===== src/design/rsmp_pkg.sv =====
package rsmp_pkg;

   localparam int unsigned ResidualWidth = 11;
   localparam int unsigned ByteWidth     = 8;
   localparam int unsigned HoldWidth     = 7;
   localparam int unsigned CountWidth    = 3;
   localparam int unsigned CodeWidth     = 10;
   localparam int unsigned AccWidth      = HoldWidth + CodeWidth;
   localparam int unsigned MaxBytes      = 3;
   localparam int unsigned NumWidth      = 2;
   localparam int unsigned ReqDataWidth  = 16;

   localparam logic signed [ResidualWidth-1:0] SatHigh = 11'sd255;
   localparam logic signed [ResidualWidth-1:0] SatLow  = -11'sd255;

   // bytes of one item, first byte in entry 0
   typedef struct packed {
      logic [MaxBytes-1:0][ByteWidth-1:0] bytes;
      logic [NumWidth-1:0]                count;
      logic                               stream_end;
   } group_type;

endpackage


===== src/design/rsmp_pack.sv =====
module rsmp_pack
   import rsmp_pkg::*;
(
   input  logic signed [ResidualWidth-1:0] residual,
   input  logic                            final_item,
   input  logic [HoldWidth-1:0]            pend_bits,
   input  logic [CountWidth-1:0]           pend_count,
   output logic [HoldWidth-1:0]            next_bits,
   output logic [CountWidth-1:0]           next_count,
   output group_type                       group
);

   logic signed [ResidualWidth-1:0] sat;
   logic signed [ResidualWidth-1:0] abs_val;
   logic [CodeWidth-1:0]            code;
   logic [3:0]                      len;
   logic [4:0]                      total;
   logic [AccWidth-1:0]             acc;
   logic [MaxBytes*ByteWidth-1:0]   left;
   logic [HoldWidth-1:0]            rem_mask;
   logic [NumWidth-1:0]             full_count;
   logic [CountWidth-1:0]           rem;

   always_comb begin
      if (residual > SatHigh) begin
         sat = SatHigh;
      end else if (residual < SatLow) begin
         sat = SatLow;
      end else begin
         sat = residual;
      end
      abs_val = sat[ResidualWidth-1] ? -sat : sat;

      if (sat == '0) begin
         code = '0;
         len  = 4'd1;
      end else begin
         code = {1'b1, sat[ResidualWidth-1], abs_val[ByteWidth-1:0]};
         len  = 4'd10;
      end

      total = 5'(pend_count) + 5'(len);
      acc   = (AccWidth'(pend_bits) << len) | AccWidth'(code);
      // left-justify so every byte, including the padded tail, sits at a fixed place
      left  = (MaxBytes*ByteWidth)'(acc) << (5'd24 - total);

      full_count = total[4:3];
      rem        = total[2:0];
      rem_mask   = HoldWidth'((8'd1 << rem) - 8'd1);

      // earliest byte sits in the top bits of left and goes to entry 0
      group.bytes      = {left[7:0], left[15:8], left[23:16]};
      group.stream_end = final_item;
      if (final_item && rem != '0) begin
         group.count = full_count + 2'd1;
      end else begin
         group.count = full_count;
      end

      if (final_item) begin
         next_bits  = '0;
         next_count = '0;
      end else begin
         next_bits  = acc[HoldWidth-1:0] & rem_mask;
         next_count = rem;
      end
   end

endmodule


===== src/design/rsmp_emit.sv =====
module rsmp_emit
   import rsmp_pkg::*;
(
   input  logic                 clock,
   input  logic                 reset,
   input  logic                 load_valid,
   output logic                 load_ready,
   input  group_type            group,
   output logic                 rsp_tvalid,
   input  logic                 rsp_tready,
   output logic [ByteWidth-1:0] rsp_tdata,
   output logic                 rsp_tlast,
   output logic                 rsp_tuser
);

   logic [MaxBytes-1:0][ByteWidth-1:0] bytes_ff;
   logic [NumWidth-1:0]                left_ff, left_in;
   logic [NumWidth-1:0]                idx_ff, idx_in;
   logic                               end_ff;
   logic                               take;
   logic                               load;

   assign rsp_tvalid = left_ff != '0;
   assign take       = rsp_tvalid && rsp_tready;
   assign load_ready = left_ff == '0 || (left_ff == 2'd1 && rsp_tready);
   assign load       = load_valid && load_ready;

   assign rsp_tdata = bytes_ff[idx_ff];
   assign rsp_tuser = left_ff == 2'd1;
   assign rsp_tlast = left_ff == 2'd1 && end_ff;

   always_comb begin
      left_in = left_ff;
      idx_in  = idx_ff;
      if (load) begin
         left_in = group.count;
         idx_in  = '0;
      end else if (take) begin
         left_in = left_ff - 2'd1;
         idx_in  = idx_ff + 2'd1;
      end
   end

   always_ff @(posedge clock) begin
      if (reset) begin
         left_ff <= '0;
         idx_ff  <= '0;
      end else begin
         left_ff <= left_in;
         idx_ff  <= idx_in;
      end
   end

   always_ff @(posedge clock) begin
      if (load) begin
         bytes_ff <= group.bytes;
         end_ff   <= group.stream_end;
      end
   end

endmodule


===== src/design/residual_sign_magnitude_packer_top.sv =====
// Channel   Direction  tdata                       tlast        tuser
// req_      in         [10:0] residual (signed)    final_item   -
// rsp_      out        [7:0]  out_byte             stream_end   run_last
//
// An item is held in the input register, then its bytes (zero to three)
// leave the result buffer one beat per cycle while rsp_tready is high.
// The result buffer's single output port sets that rate.
// Reset (synchronous, active high) clears the held bits and both valid flags.
// A stalled rsp_ holds its beat; req_ keeps accepting while the input register
// can drain, and the held bits advance only when an item moves into the buffer.
module residual_sign_magnitude_packer_top
   import rsmp_pkg::*;
(
   input  logic                    clock,
   input  logic                    reset,
   input  logic                    req_tvalid,
   output logic                    req_tready,
   input  logic [ReqDataWidth-1:0] req_tdata,  // [10:0] residual
   input  logic                    req_tlast,
   output logic                    rsp_tvalid,
   input  logic                    rsp_tready,
   output logic [ByteWidth-1:0]    rsp_tdata,  // [7:0] out_byte
   output logic                    rsp_tlast,
   output logic                    rsp_tuser   // [0] run_last
);

   logic                            stg_valid_ff;
   logic signed [ResidualWidth-1:0] stg_residual_ff;
   logic                            stg_final_ff;
   logic [HoldWidth-1:0]            pend_bits_ff, pend_bits_in;
   logic [CountWidth-1:0]           pend_count_ff, pend_count_in;
   group_type                       group;
   logic                            emit_ready;
   logic                            advance;
   logic                            req_take;

   assign advance    = stg_valid_ff && emit_ready;
   assign req_tready = !stg_valid_ff || advance;
   assign req_take   = req_tvalid && req_tready;

   rsmp_pack u_pack (
      .residual   (stg_residual_ff),
      .final_item (stg_final_ff),
      .pend_bits  (pend_bits_ff),
      .pend_count (pend_count_ff),
      .next_bits  (pend_bits_in),
      .next_count (pend_count_in),
      .group      (group)
   );

   rsmp_emit u_emit (
      .clock      (clock),
      .reset      (reset),
      .load_valid (stg_valid_ff),
      .load_ready (emit_ready),
      .group      (group),
      .rsp_tvalid (rsp_tvalid),
      .rsp_tready (rsp_tready),
      .rsp_tdata  (rsp_tdata),
      .rsp_tlast  (rsp_tlast),
      .rsp_tuser  (rsp_tuser)
   );

   always_ff @(posedge clock) begin
      if (reset) begin
         stg_valid_ff  <= 1'b0;
         pend_bits_ff  <= '0;
         pend_count_ff <= '0;
      end else begin
         if (req_tready) begin
            stg_valid_ff <= req_tvalid;
         end
         if (advance) begin
            pend_bits_ff  <= pend_bits_in;
            pend_count_ff <= pend_count_in;
         end
      end
   end

   always_ff @(posedge clock) begin
      if (req_take) begin
         stg_residual_ff <= req_tdata[ResidualWidth-1:0];
         stg_final_ff    <= req_tlast;
      end
   end

endmodule


===== config.mk =====
export PLATFORM = sky130hd
export DESIGN_NAME = residual_sign_magnitude_packer_top
export DESIGN_NICKNAME = d
export VERILOG_FILES = /design/src/design/rsmp_pkg.sv /design/src/design/rsmp_pack.sv /design/src/design/rsmp_emit.sv /design/src/design/residual_sign_magnitude_packer_top.sv
export SDC_FILE = /design/constraint.sdc
export NUM_CORES = 1
export LEC_CHECK = 0
export ABC_AREA = 1
export BUFFER_PORTS_ARGS = -buffer_cell sky130_fd_sc_hd__clkbuf_2
export CORE_UTILIZATION = 45
export CTS_CLUSTER_SIZE = 40
export DETAILED_ROUTE_END_ITERATION = 10
export PLACE_DENSITY = 0.72
export REMOVE_ABC_BUFFERS = 1
export SLEW_MARGIN = 20
export SYNTH_ARGS = -nofsm -noshare
export SYNTH_HDL_FRONTEND = slang
export SYNTH_HIERARCHICAL = 1
export SYNTH_SLANG_ARGS = --single-unit

===== constraint.sdc =====
create_clock -name clock -period 5.6 [get_ports clock]
set_input_delay 0 -clock clock [delete_from_list [all_inputs] [get_ports clock]]
set_output_delay 0 -clock clock [all_outputs]
set_load 0.02 [all_outputs]

==> results.json, run 1 <==
{
  "outcome": "complete, no violations",
  "fin_crit_ns": 5.29,
  "utilization_pct": 51.4,
  "io_pins": 33,
  "routedWlPerCell_um": 12.3,
  "hold_viol": 0,
  "syn_to_final_growth_pct": 10.3,
  "tns_ns": 0,
  "grt.overflow.total": 0,
  "synth_edf_count": 37,
  "gp_congestion": 0.920,
  "grt_pass1_wl_mm": 15.3,
  "antennaDiodeCount": 0,
  "tritoncts": "built",
  "final_common_cell": "nand2_1",
  "min-delay-start": "rsp_tready",
  "rsz0062_at_grt": "no",
  "viasPerCell": 5.21,
  "worstPathArrival_ns": 5.46,
  "die_w_um": 97.0,
  "max_cap_viol_count": 0,
  "die_height_um": 97.0,
  "drt-total-wl_mm": 9.03,
  "crit_path_max_fanout": 24,
  "ys_types": 45,
  "clk_latency_ns": 0.31,
  "synth_cells": 593,
  "drc": 0,
  "layout-drive-gt1-share_pct": 13.0,
  "grt_pass1_vias": 3464,
  "die_area_sq_mm": 0.00941,
  "port_buffers": 27,
  "finClkSkew_ns": 0.0127,
  "path_class": "register to register",
  "first_pass_iters": 5,
  "ys_ff_latch": 52,
  "clockBufferDepth": 2,
  "n_fill_cell": 843,
  "ant_nets": 0,
  "clock_sinks": 52,
  "avgSynthCellArea_sq_um": 6.85,
  "seq_area_frac_synth_pct": 34.7,
  "clk_pin_slew_ns": 0.09,
  "mappedNetlistArea_sq_mm": 0.00406,
  "critPathCaptureType": "register",
  "hpwlAfterDp_mm": 6.65,
  "fin_nets": 658,
  "layout_common_cells": "nand2_1, nor2_1, nand3_1",
  "fin_crit_sh_pct": 94.4,
  "routed-via-count": 3821,
  "numCtsBuffers": 5,
  "cp-startpoint": "stg_residual_ff[0]",
  "ctsRootBufferMaster": "clkbuf_8",
  "drtIter0Drc": 300,
  "finalSetupViolations": 0,
  "reg2reg_from": "stg_residual_ff[0]",
  "worstMarginPinSlew_ns": 0.868,
  "core-area_sq_mm": 0.00872,
  "grt_antenna_before_repair": 0,
  "start_kind": "register",
  "pwr_density_cell_mw_per_mm2": 394,
  "p_leak_nw": 2.08,
  "track_usage_pct": 19.6,
  "fmax_ghz": 0.189,
  "synth-main-ff-cell": "edfxtp_1",
  "slew_violations": 0,
  "rows": 34,
  "ys_warn_count": 6,
  "min_path_type": "primary input to register",
  "synthArstFlopShare_pct": 0,
  "cp.required_ns": 5.77,
  "slew_headroom_pct": 41.9,
  "start_util_pct": 46.6,
  "grt_max_degree": 26,
  "htreeDepth": 2,
  "irDropWorstVdd_uv": 151
}
[worst max-delay path, cell delays in order (launching register included)]
cell        delay (ns)
edfxtp_1          0.43
or4_1             0.55
o2111ai_1         0.21
ha_1              0.30
nor3_1            0.29
ha_1              0.26
inv_1             0.05
a21oi_1           0.11
nand3_1           0.17
nor2_4            0.23
nand2_4           0.21
clkinv_4          0.14
ha_1              0.19
fa_1              0.49
inv_1             0.13
ha_1              0.22
ha_1              0.22
clkinvlp_4        0.30
o31ai_1           0.37
a21oi_1           0.13
a21oi_2           0.16
[registers in the layout, indices dropped and copies added (netlist names)]
register / count
pend_bits_ff: 7
pend_count_ff: 3
stg_final_ff: 1
stg_residual_ff: 11
stg_valid_ff: 1
u_emit/bytes_ff: 24
u_emit/end_ff: 1
u_emit/idx_ff: 2
u_emit/left_ff: 2
[routing by layer]
metal	vias to the layer above	global-route usage, %	part of all wire [%]	routed length (um)
li1	1989	-	-	-
met1	1730	25.8	49	4380
met2	86	33.6	46	4180
met3	16	2.38	3.4	303
met4	0	5.86	1.8	158
met5	-	0	0	0
[synth_stat cells, types with 4 or more instances]
cell      number  area share [%]
o21ai_1       14             1.7
buf_4          6             1.1
clkinv_1       4            0.37
o31ai_1        7             1.3
a21oi_1       18             2.2
dfxtp_1       15             7.4
a21oi_2        8             1.7
nand2_1      175              16
ha_1          12             3.7
nand2_2        5            0.77
buf_6          4             1.1
nor3_1         6            0.74
clkbuf_1       9            0.83
inv_1         51             4.7
edfxtp_1      37              27
inv_2          6            0.55
nand4_1        4            0.62
nor2_1        85             7.9
nand3_1       75             9.2
buf_2          6            0.74
o21ai_0       13             1.6
[stage by stage]
stage               std cells  cell area, sq um  setup WS, ns  hold WS (ns)  total power [W]
floorplan                 565              3890         0.213        0.0691          0.00129
global placement          707              4210         0.349         0.177          0.00150
finish                    733              4480         0.312        0.0301          0.00177
CTS                       729              4430         0.202        0.0280          0.00174
global route              733              4480       0.00964        0.0516          0.00193
detailed placement        707              4210         0.264         0.179          0.00152
[worst paths after layout]
check / to / cells after the start / slack [ns]
worst min register to register: pend_count_ff[0] / 4 / 0.53
worst max register to register: u_emit/bytes_ff[2] / 20 / 0.31
worst min-delay path: u_emit/idx_ff[0] / 3 / 0.03
worst max-delay path: u_emit/bytes_ff[2] / 20 / 0.31
[layout make-up]
class,count,area (sq um),share of cell area (%)
clock inverter,2,11.3,0.251
timing repair inverter,2,12.5,0.279
sequential,52,1410,31.5
timing repair buffer,50,343,7.65
tap,108,135,3.02
clock buffer,6,72.6,1.62
multi-input combinational,450,2240,50.0
inverter,63,256,5.72
[power by group]
part           switching (W)  internal (W)
Clock               0.000128     0.0000871
Combinational       0.000653      0.000331
Sequential         0.0000447      0.000522
[cells by family (layout without fill, tap and decap cells)]
| logic type | after synthesis | in the layout | synth area share (%) |
|---|---|---|---|
| AO/OA/AOI/OAI | 69 | 69 | 10.8 |
| AND/OR/NAND/NOR | 362 | 362 | 38.0 |
| buffers and inverters | 91 | 123 | 10.5 |
| flip-flops | 52 | 52 | 34.7 |
| adder cells (fa/ha/maj) | 13 | 13 | 4.19 |
| XOR/XNOR | 6 | 6 | 1.76 |
[repair_timing]
item | 4_1_cts | 5_1_grt
endpoints found under the hold margin | 13 | 0
resized for setup | 0 | 6
setup endpoints to repair | 0 | 17
setup buffers | 0 | 2
hold buffers | 14 | 0
Power figures use the tool's default switching activity.
==> run 2: changes to the inputs <==
--- a/config.mk
+++ b/config.mk
@@ -7,10 +7,10 @@
 export LEC_CHECK = 0
 export ABC_AREA = 1
 export BUFFER_PORTS_ARGS = -buffer_cell sky130_fd_sc_hd__clkbuf_2
-export CORE_UTILIZATION = 45
+export CORE_UTILIZATION = 30
 export CTS_CLUSTER_SIZE = 40
 export DETAILED_ROUTE_END_ITERATION = 10
-export PLACE_DENSITY = 0.72
+export PLACE_DENSITY = 0.55
 export REMOVE_ABC_BUFFERS = 1
 export SLEW_MARGIN = 20
 export SYNTH_ARGS = -nofsm -noshare
==> results.json, run 2 (same netlist as run 1, synthesis figures left out) <==
{
  "outcome": "complete, no violations",
  "rsz0062_at_grt": "no",
  "final_common_cell": "nand2_1",
  "slowest_delay_ns": 0.57,
  "layout-drive-gt1-share_pct": 12.8,
  "critPathTopFamily": "adder cells",
  "fin_crit_ns": 5.22,
  "grt_antenna_before_repair": 0,
  "critPathCaptureType": "register",
  "clockBufferDepth": 2,
  "finClkSkew_ns": 0.00605,
  "grt_pass1_wl_mm": 17.0,
  "critical_path.slowest_cell": "fa_1",
  "numCtsBuffers": 5,
  "critPathBufInv": 4,
  "met1_usage_pct": 18.4,
  "fin_crit_sh_pct": 93.3,
  "gp_congestion": 0.906,
  "stdcell_count": 800,
  "tns_ns": 0,
  "min_path_type": "primary input to register",
  "syn_to_final_growth_pct": 14.1,
  "htreeDepth": 2,
  "critPathMostFrequentCell": "ha_1",
  "clockPowerShare_pct": 18.6,
  "max_cap_viol_count": 0,
  "die_height_um": 118,
  "crit_path_max_fanout": 24,
  "grt_max_degree": 26,
  "die_w_um": 118,
  "fin_nets": 657,
  "io_pins": 33,
  "port_buffers": 27,
  "die_area_sq_mm": 0.0140,
  "fmax_ghz": 0.191,
  "hold_viol": 0,
  "dpl.cell_count": 778,
  "top_register": "u_emit/bytes_ff",
  "viasPerCell": 4.81,
  "cp.required_ns": 5.76,
  "drc": 0,
  "clk_pin_slew_ns": 0.07,
  "first_pass_iters": 5,
  "largest_reg_flops": 24,
  "irDropWorstVdd_uv": 130,
  "grtUsageMet2_pct": 25.9,
  "path_class": "register to register",
  "routedWlPerCell_um": 12.1,
  "layout_common_cells": "nand2_1, nor2_1, nand3_1",
  "netSwitchingPower_w": 0.000844,
  "pwr-share-seq_pct": 29.7,
  "clock_sinks": 52,
  "track_usage_pct": 15.0,
  "reg_top3": "u_emit/bytes_ff x24, stg_residual_ff x11, pend_bits_ff x7",
  "finalSetupViolations": 0,
  "pwr_density_cell_mw_per_mm2": 411,
  "ant_nets": 0,
  "grt_pass1_vias": 3678,
  "p_leak_nw": 2.14,
  "use_met3_pct": 2.61,
  "p_comb_share_pct": 51.7,
  "worstPathArrival_ns": 5.39,
  "grt.overflow.total": 0,
  "start_util_pct": 30.7,
  "swShare_pct": 44.2,
  "routed-via-count": 3851,
  "drt-total-wl_mm": 9.69,
  "rows": 42,
  "slew_headroom_pct": 40.1,
  "slew_violations": 0,
  "start_kind": "register",
  "grt_busiest_layer": "met2",
  "tritoncts": "built",
  "ctsRootBufferMaster": "clkbuf_16",
  "antennaDiodeCount": 0,
  "worstMarginPinSlew_ns": 0.895,
  "drtIter0Drc": 231,
  "internal-power_w": 0.00106,
  "crit_chain": "or4_1, o2111ai_1, ha_1, nor2_1, nor2_1, ha_1, inv_1, a21oi_1, nand3_1, nor2_4, nand2_4, clkinv_4, ha_1, fa_1, inv_1, ha_1, ha_1, clkinvlp_4, o31ai_1, a21oi_1, a21oi_2",
  "core-area_sq_mm": 0.0132,
  "clk_latency_ns": 0.30,
  "hpwlAfterDp_mm": 7.39
}
-- run 2: repair_timing --
action | 4_1_cts | 5_1_grt
hold buffers | 14 | 0
setup endpoints to repair | 0 | 16
resized for setup | 0 | 2
hold endpoints to repair | 13 | 0
buffers inserted | 0 | 0
-- run 2: metrics by stage --
| step | setup slack [ns] | total power [W] | hold WS [ns] | instance area, sq um | utilization, % |
|---|---|---|---|---|---|
| floorplan | 0.213 | 0.00129 | 0.0691 | 3890 | - |
| global placement | 0.446 | 0.00153 | 0.177 | 4320 | 32.6 |
| detailed placement | 0.323 | 0.00154 | 0.179 | 4320 | 32.6 |
| CTS | 0.256 | 0.00192 | 0.0395 | 4620 | 34.9 |
| global route | 0.0326 | 0.00208 | 0.0650 | 4640 | 35.0 |
| finish | 0.378 | 0.00191 | 0.0563 | 4640 | 35.0 |
-- run 2: cell type report --
class                           instances  area [sq um]
Clock inverter                          3          42.5
Multi-Input combinational cell        450          2230
Clock buffer                            5           125
Inverter                               63           253
Timing Repair Buffer                   51           350
Fill cell                            1451          8610
Tap cell                              176           220
Sequential cell                        52          1410
-- run 2: path summary, 6_finish.rpt --
path	startpoint	end	slack [ns]	cells after the start
min reg2reg	pend_count_ff[0]	pend_count_ff[0]	0.53	4
max reg2reg	stg_residual_ff[0]	u_emit/bytes_ff[2]	0.38	21
min	rsp_tready	u_emit/idx_ff[0]	0.06	3
max	stg_residual_ff[0]	u_emit/bytes_ff[2]	0.38	21
-- run 2: routing by layer --
metal	wire length, um	vias up	share of wire, %
li1	-	1982	-
met4	168	0	1.7
met2	4640	88	48
met5	0	-	0
met3	460	11	4.7
met1	4420	1770	46
-- run 2: power groups by stage --
stage                     Sequential (W)  Combinational [W]  Clock [W]
after floorplan                 0.000562           0.000728          0
after global placement          0.000574           0.000955          0
after detailed placement        0.000576           0.000968          0
after CTS                       0.000568           0.000981   0.000370
after global routing            0.000577            0.00112   0.000380
final                           0.000567           0.000986   0.000354
-- run 2: worst reg2reg max path, delay by kind of cell (launching register included) --
| family | cells | cell delay, ns |
|---|---|---|
| buffers and inverters | 4 | 0.61 |
| AO/OA/AOI/OAI | 5 | 0.86 |
| adder cells (fa/ha/maj) | 6 | 1.91 |
| flip-flops | 1 | 0.42 |
| AND/OR/NAND/NOR | 6 | 1.29 |
==> run 3: changes to the inputs <==
--- a/config.mk
+++ b/config.mk
@@ -7,10 +7,11 @@
 export LEC_CHECK = 0
 export ABC_AREA = 1
 export BUFFER_PORTS_ARGS = -buffer_cell sky130_fd_sc_hd__clkbuf_2
-export CORE_UTILIZATION = 30
+export CORE_UTILIZATION = 40
 export CTS_CLUSTER_SIZE = 40
 export DETAILED_ROUTE_END_ITERATION = 10
-export PLACE_DENSITY = 0.55
+export PLACE_DENSITY = 0.66
+export RECOVER_POWER = 50
 export REMOVE_ABC_BUFFERS = 1
 export SLEW_MARGIN = 20
 export SYNTH_ARGS = -nofsm -noshare
==> results.json, run 3 (same netlist as run 1, synthesis figures left out) <==
{
  "path_class": "register to register",
  "rsz0062_at_grt": "no",
  "critPathBufInv": 4,
  "crit_chain": "or4_1, o2111ai_1, ha_1, nor3_1, ha_1, inv_1, a21oi_1, nand3_1, nor2_4, nand2_8, clkinv_4, ha_1, fa_1, ha_2, clkinvlp_4, buf_2, nand3_1, o21ai_1, nand2_1, o21ai_0, a21oi_1, a21oi_1",
  "grt_max_degree": 26,
  "syn_to_final_growth_pct": 11.5,
  "ctsRootBufferMaster": "clkbuf_8",
  "critical_path.slowest_cell": "or4_1",
  "grt.overflow.total": 0,
  "cp.required_ns": 5.67,
  "drc": 0,
  "irDropWorstVdd_uv": 122,
  "grt_antenna_before_repair": 0,
  "numCtsBuffers": 5,
  "tritoncts": "built",
  "hold_viol": 0,
  "die_w_um": 103,
  "start_kind": "register",
  "io_pins": 33,
  "drt-total-wl_mm": 9.34,
  "layout_setup_ws_ns": 0.391,
  "die_height_um": 103,
  "start_util_pct": 41.4,
  "dpl_cell_area_sq_mm": 0.00424,
  "layout-drive-gt1-share_pct": 11.3,
  "finalInstanceArea_sq_mm": 0.00453,
  "place_ws_ns": 0.271,
  "reg_top3": "u_emit/bytes_ff x24, stg_residual_ff x11, pend_bits_ff x7",
  "fmax_ghz": 0.192,
  "first_pass_iters": 5,
  "slew_headroom_pct": 25.3,
  "crit_path_max_fanout": 24,
  "gp_congestion": 0.898,
  "slowest_delay_ns": 0.58,
  "finalSetupViolations": 0,
  "port_buffers": 27,
  "critPathCaptureType": "register",
  "worstPathArrival_ns": 5.28,
  "drtIter0Drc": 274,
  "core-area_sq_mm": 0.00982,
  "critPathTopFamily": "adder cells",
  "rows": 36,
  "grt_pass1_vias": 3418,
  "antennaDiodeCount": 0,
  "p_leak_nw": 2.06,
  "routed-via-count": 3834,
  "worstMarginPinSlew_ns": 1.12,
  "tns_ns": 0,
  "hpwlAfterDp_mm": 6.83,
  "clk_pin_slew_ns": 0.10,
  "layout_common_cells": "nand2_1, nor2_1, nand3_1",
  "min_path_type": "primary input to register",
  "slew_violations": 0,
  "fin_crit_ns": 5.21,
  "clk_latency_ns": 0.32,
  "track_usage_pct": 18.9,
  "max_cap_viol_count": 0,
  "ant_nets": 0,
  "clock_sinks": 52,
  "viasPerCell": 5.03,
  "htreeDepth": 2,
  "pwr_density_cell_mw_per_mm2": 390,
  "grt_pass1_wl_mm": 15.7,
  "routedWlPerCell_um": 12.3,
  "largest_reg_flops": 24,
  "fin_nets": 662,
  "outcome": "complete, no violations",
  "finClkSkew_ns": 0.0157,
  "die_area_sq_mm": 0.0106,
  "top_register": "u_emit/bytes_ff",
  "final_common_cell": "nand2_1",
  "fin_crit_sh_pct": 93.0,
  "clockBufferDepth": 2
}
[run 3: cell count changes in the layout (fill, tap and decap cells not counted), moves of 2 or more]
cell        delta
clkbuf_8       +5
clkinvlp_4     +2
clkbuf_16      -5
clkbuf_2      -12
buf_4          +3
clkbuf_1      +13
[run 3: what timing repair did]
item                       4_1_cts  5_1_grt
hold buffers                    14        0
resized for setup                0        7
setup buffers                    0        7
setup endpoints to repair        0       21
hold endpoints to repair        13        0
[run 3: worst register-to-register path, cell delays in order, from the launching register on]
cell and delay [ns]:
edfxtp_1 0.43, or4_1 0.58, o2111ai_1 0.21, ha_1 0.29
nor3_1 0.25, ha_1 0.23, inv_1 0.05, a21oi_1 0.11
nand3_1 0.16, nor2_4 0.23, nand2_8 0.16, clkinv_4 0.12
ha_1 0.19, fa_1 0.49, ha_2 0.45, clkinvlp_4 0.19
buf_2 0.21, nand3_1 0.09, o21ai_1 0.09, nand2_1 0.07
o21ai_0 0.09, a21oi_1 0.17, a21oi_1 0.08
[run 3: power by group]
part           leakage [nW]  internal (W)  switching, W
clock network        0.0412     0.0000878      0.000131
registers             0.476      0.000522     0.0000444
logic                  1.54      0.000328      0.000654
total                  2.06      0.000938      0.000829
[run 3: cell type report]
class	count	area, sq um
Fill cell	1029	5290
Multi-Input combinational cell	450	2240
Sequential cell	52	1410
Timing Repair Buffer	55	363
Inverter	63	256
Tap cell	133	166
Clock buffer	6	72.6
Clock inverter	2	12.5
Timing Repair inverter	1	7.51
[run 3: final timing paths]
check / start / to / slack, ns / cells past startpoint
worst max-delay path: stg_residual_ff[0] / u_emit/bytes_ff[0] / 0.39 / 22
worst min-delay path: rsp_tready / u_emit/idx_ff[0] / 0.03 / 3
worst max register to register: stg_residual_ff[0] / u_emit/bytes_ff[0] / 0.39 / 22
worst min register to register: pend_bits_ff[3] / pend_bits_ff[3] / 0.53 / 4
[run 3: through the flow]
step	total power, W	hold WS [ns]	std cells	utilization, %
4_1_cts	0.00176	0.0268	754	45.5
3_5_place_dp	0.00152	0.179	732	43.2
5_1_grt	0.00194	0.0459	762	46.1
6_report	0.00177	0.0305	762	46.1
2_1_floorplan	0.00129	0.0691	565	-
3_3_place_gp	0.00150	0.177	732	43.2
[run 3: metal layers]
metal,GRT usage [%],vias to the layer above,wire length (um)
met5,0,-,0
met4,4.77,0,94
met3,2.51,5,379
met2,33.1,78,4420
met1,24.5,1748,4440
li1,-,2003,-
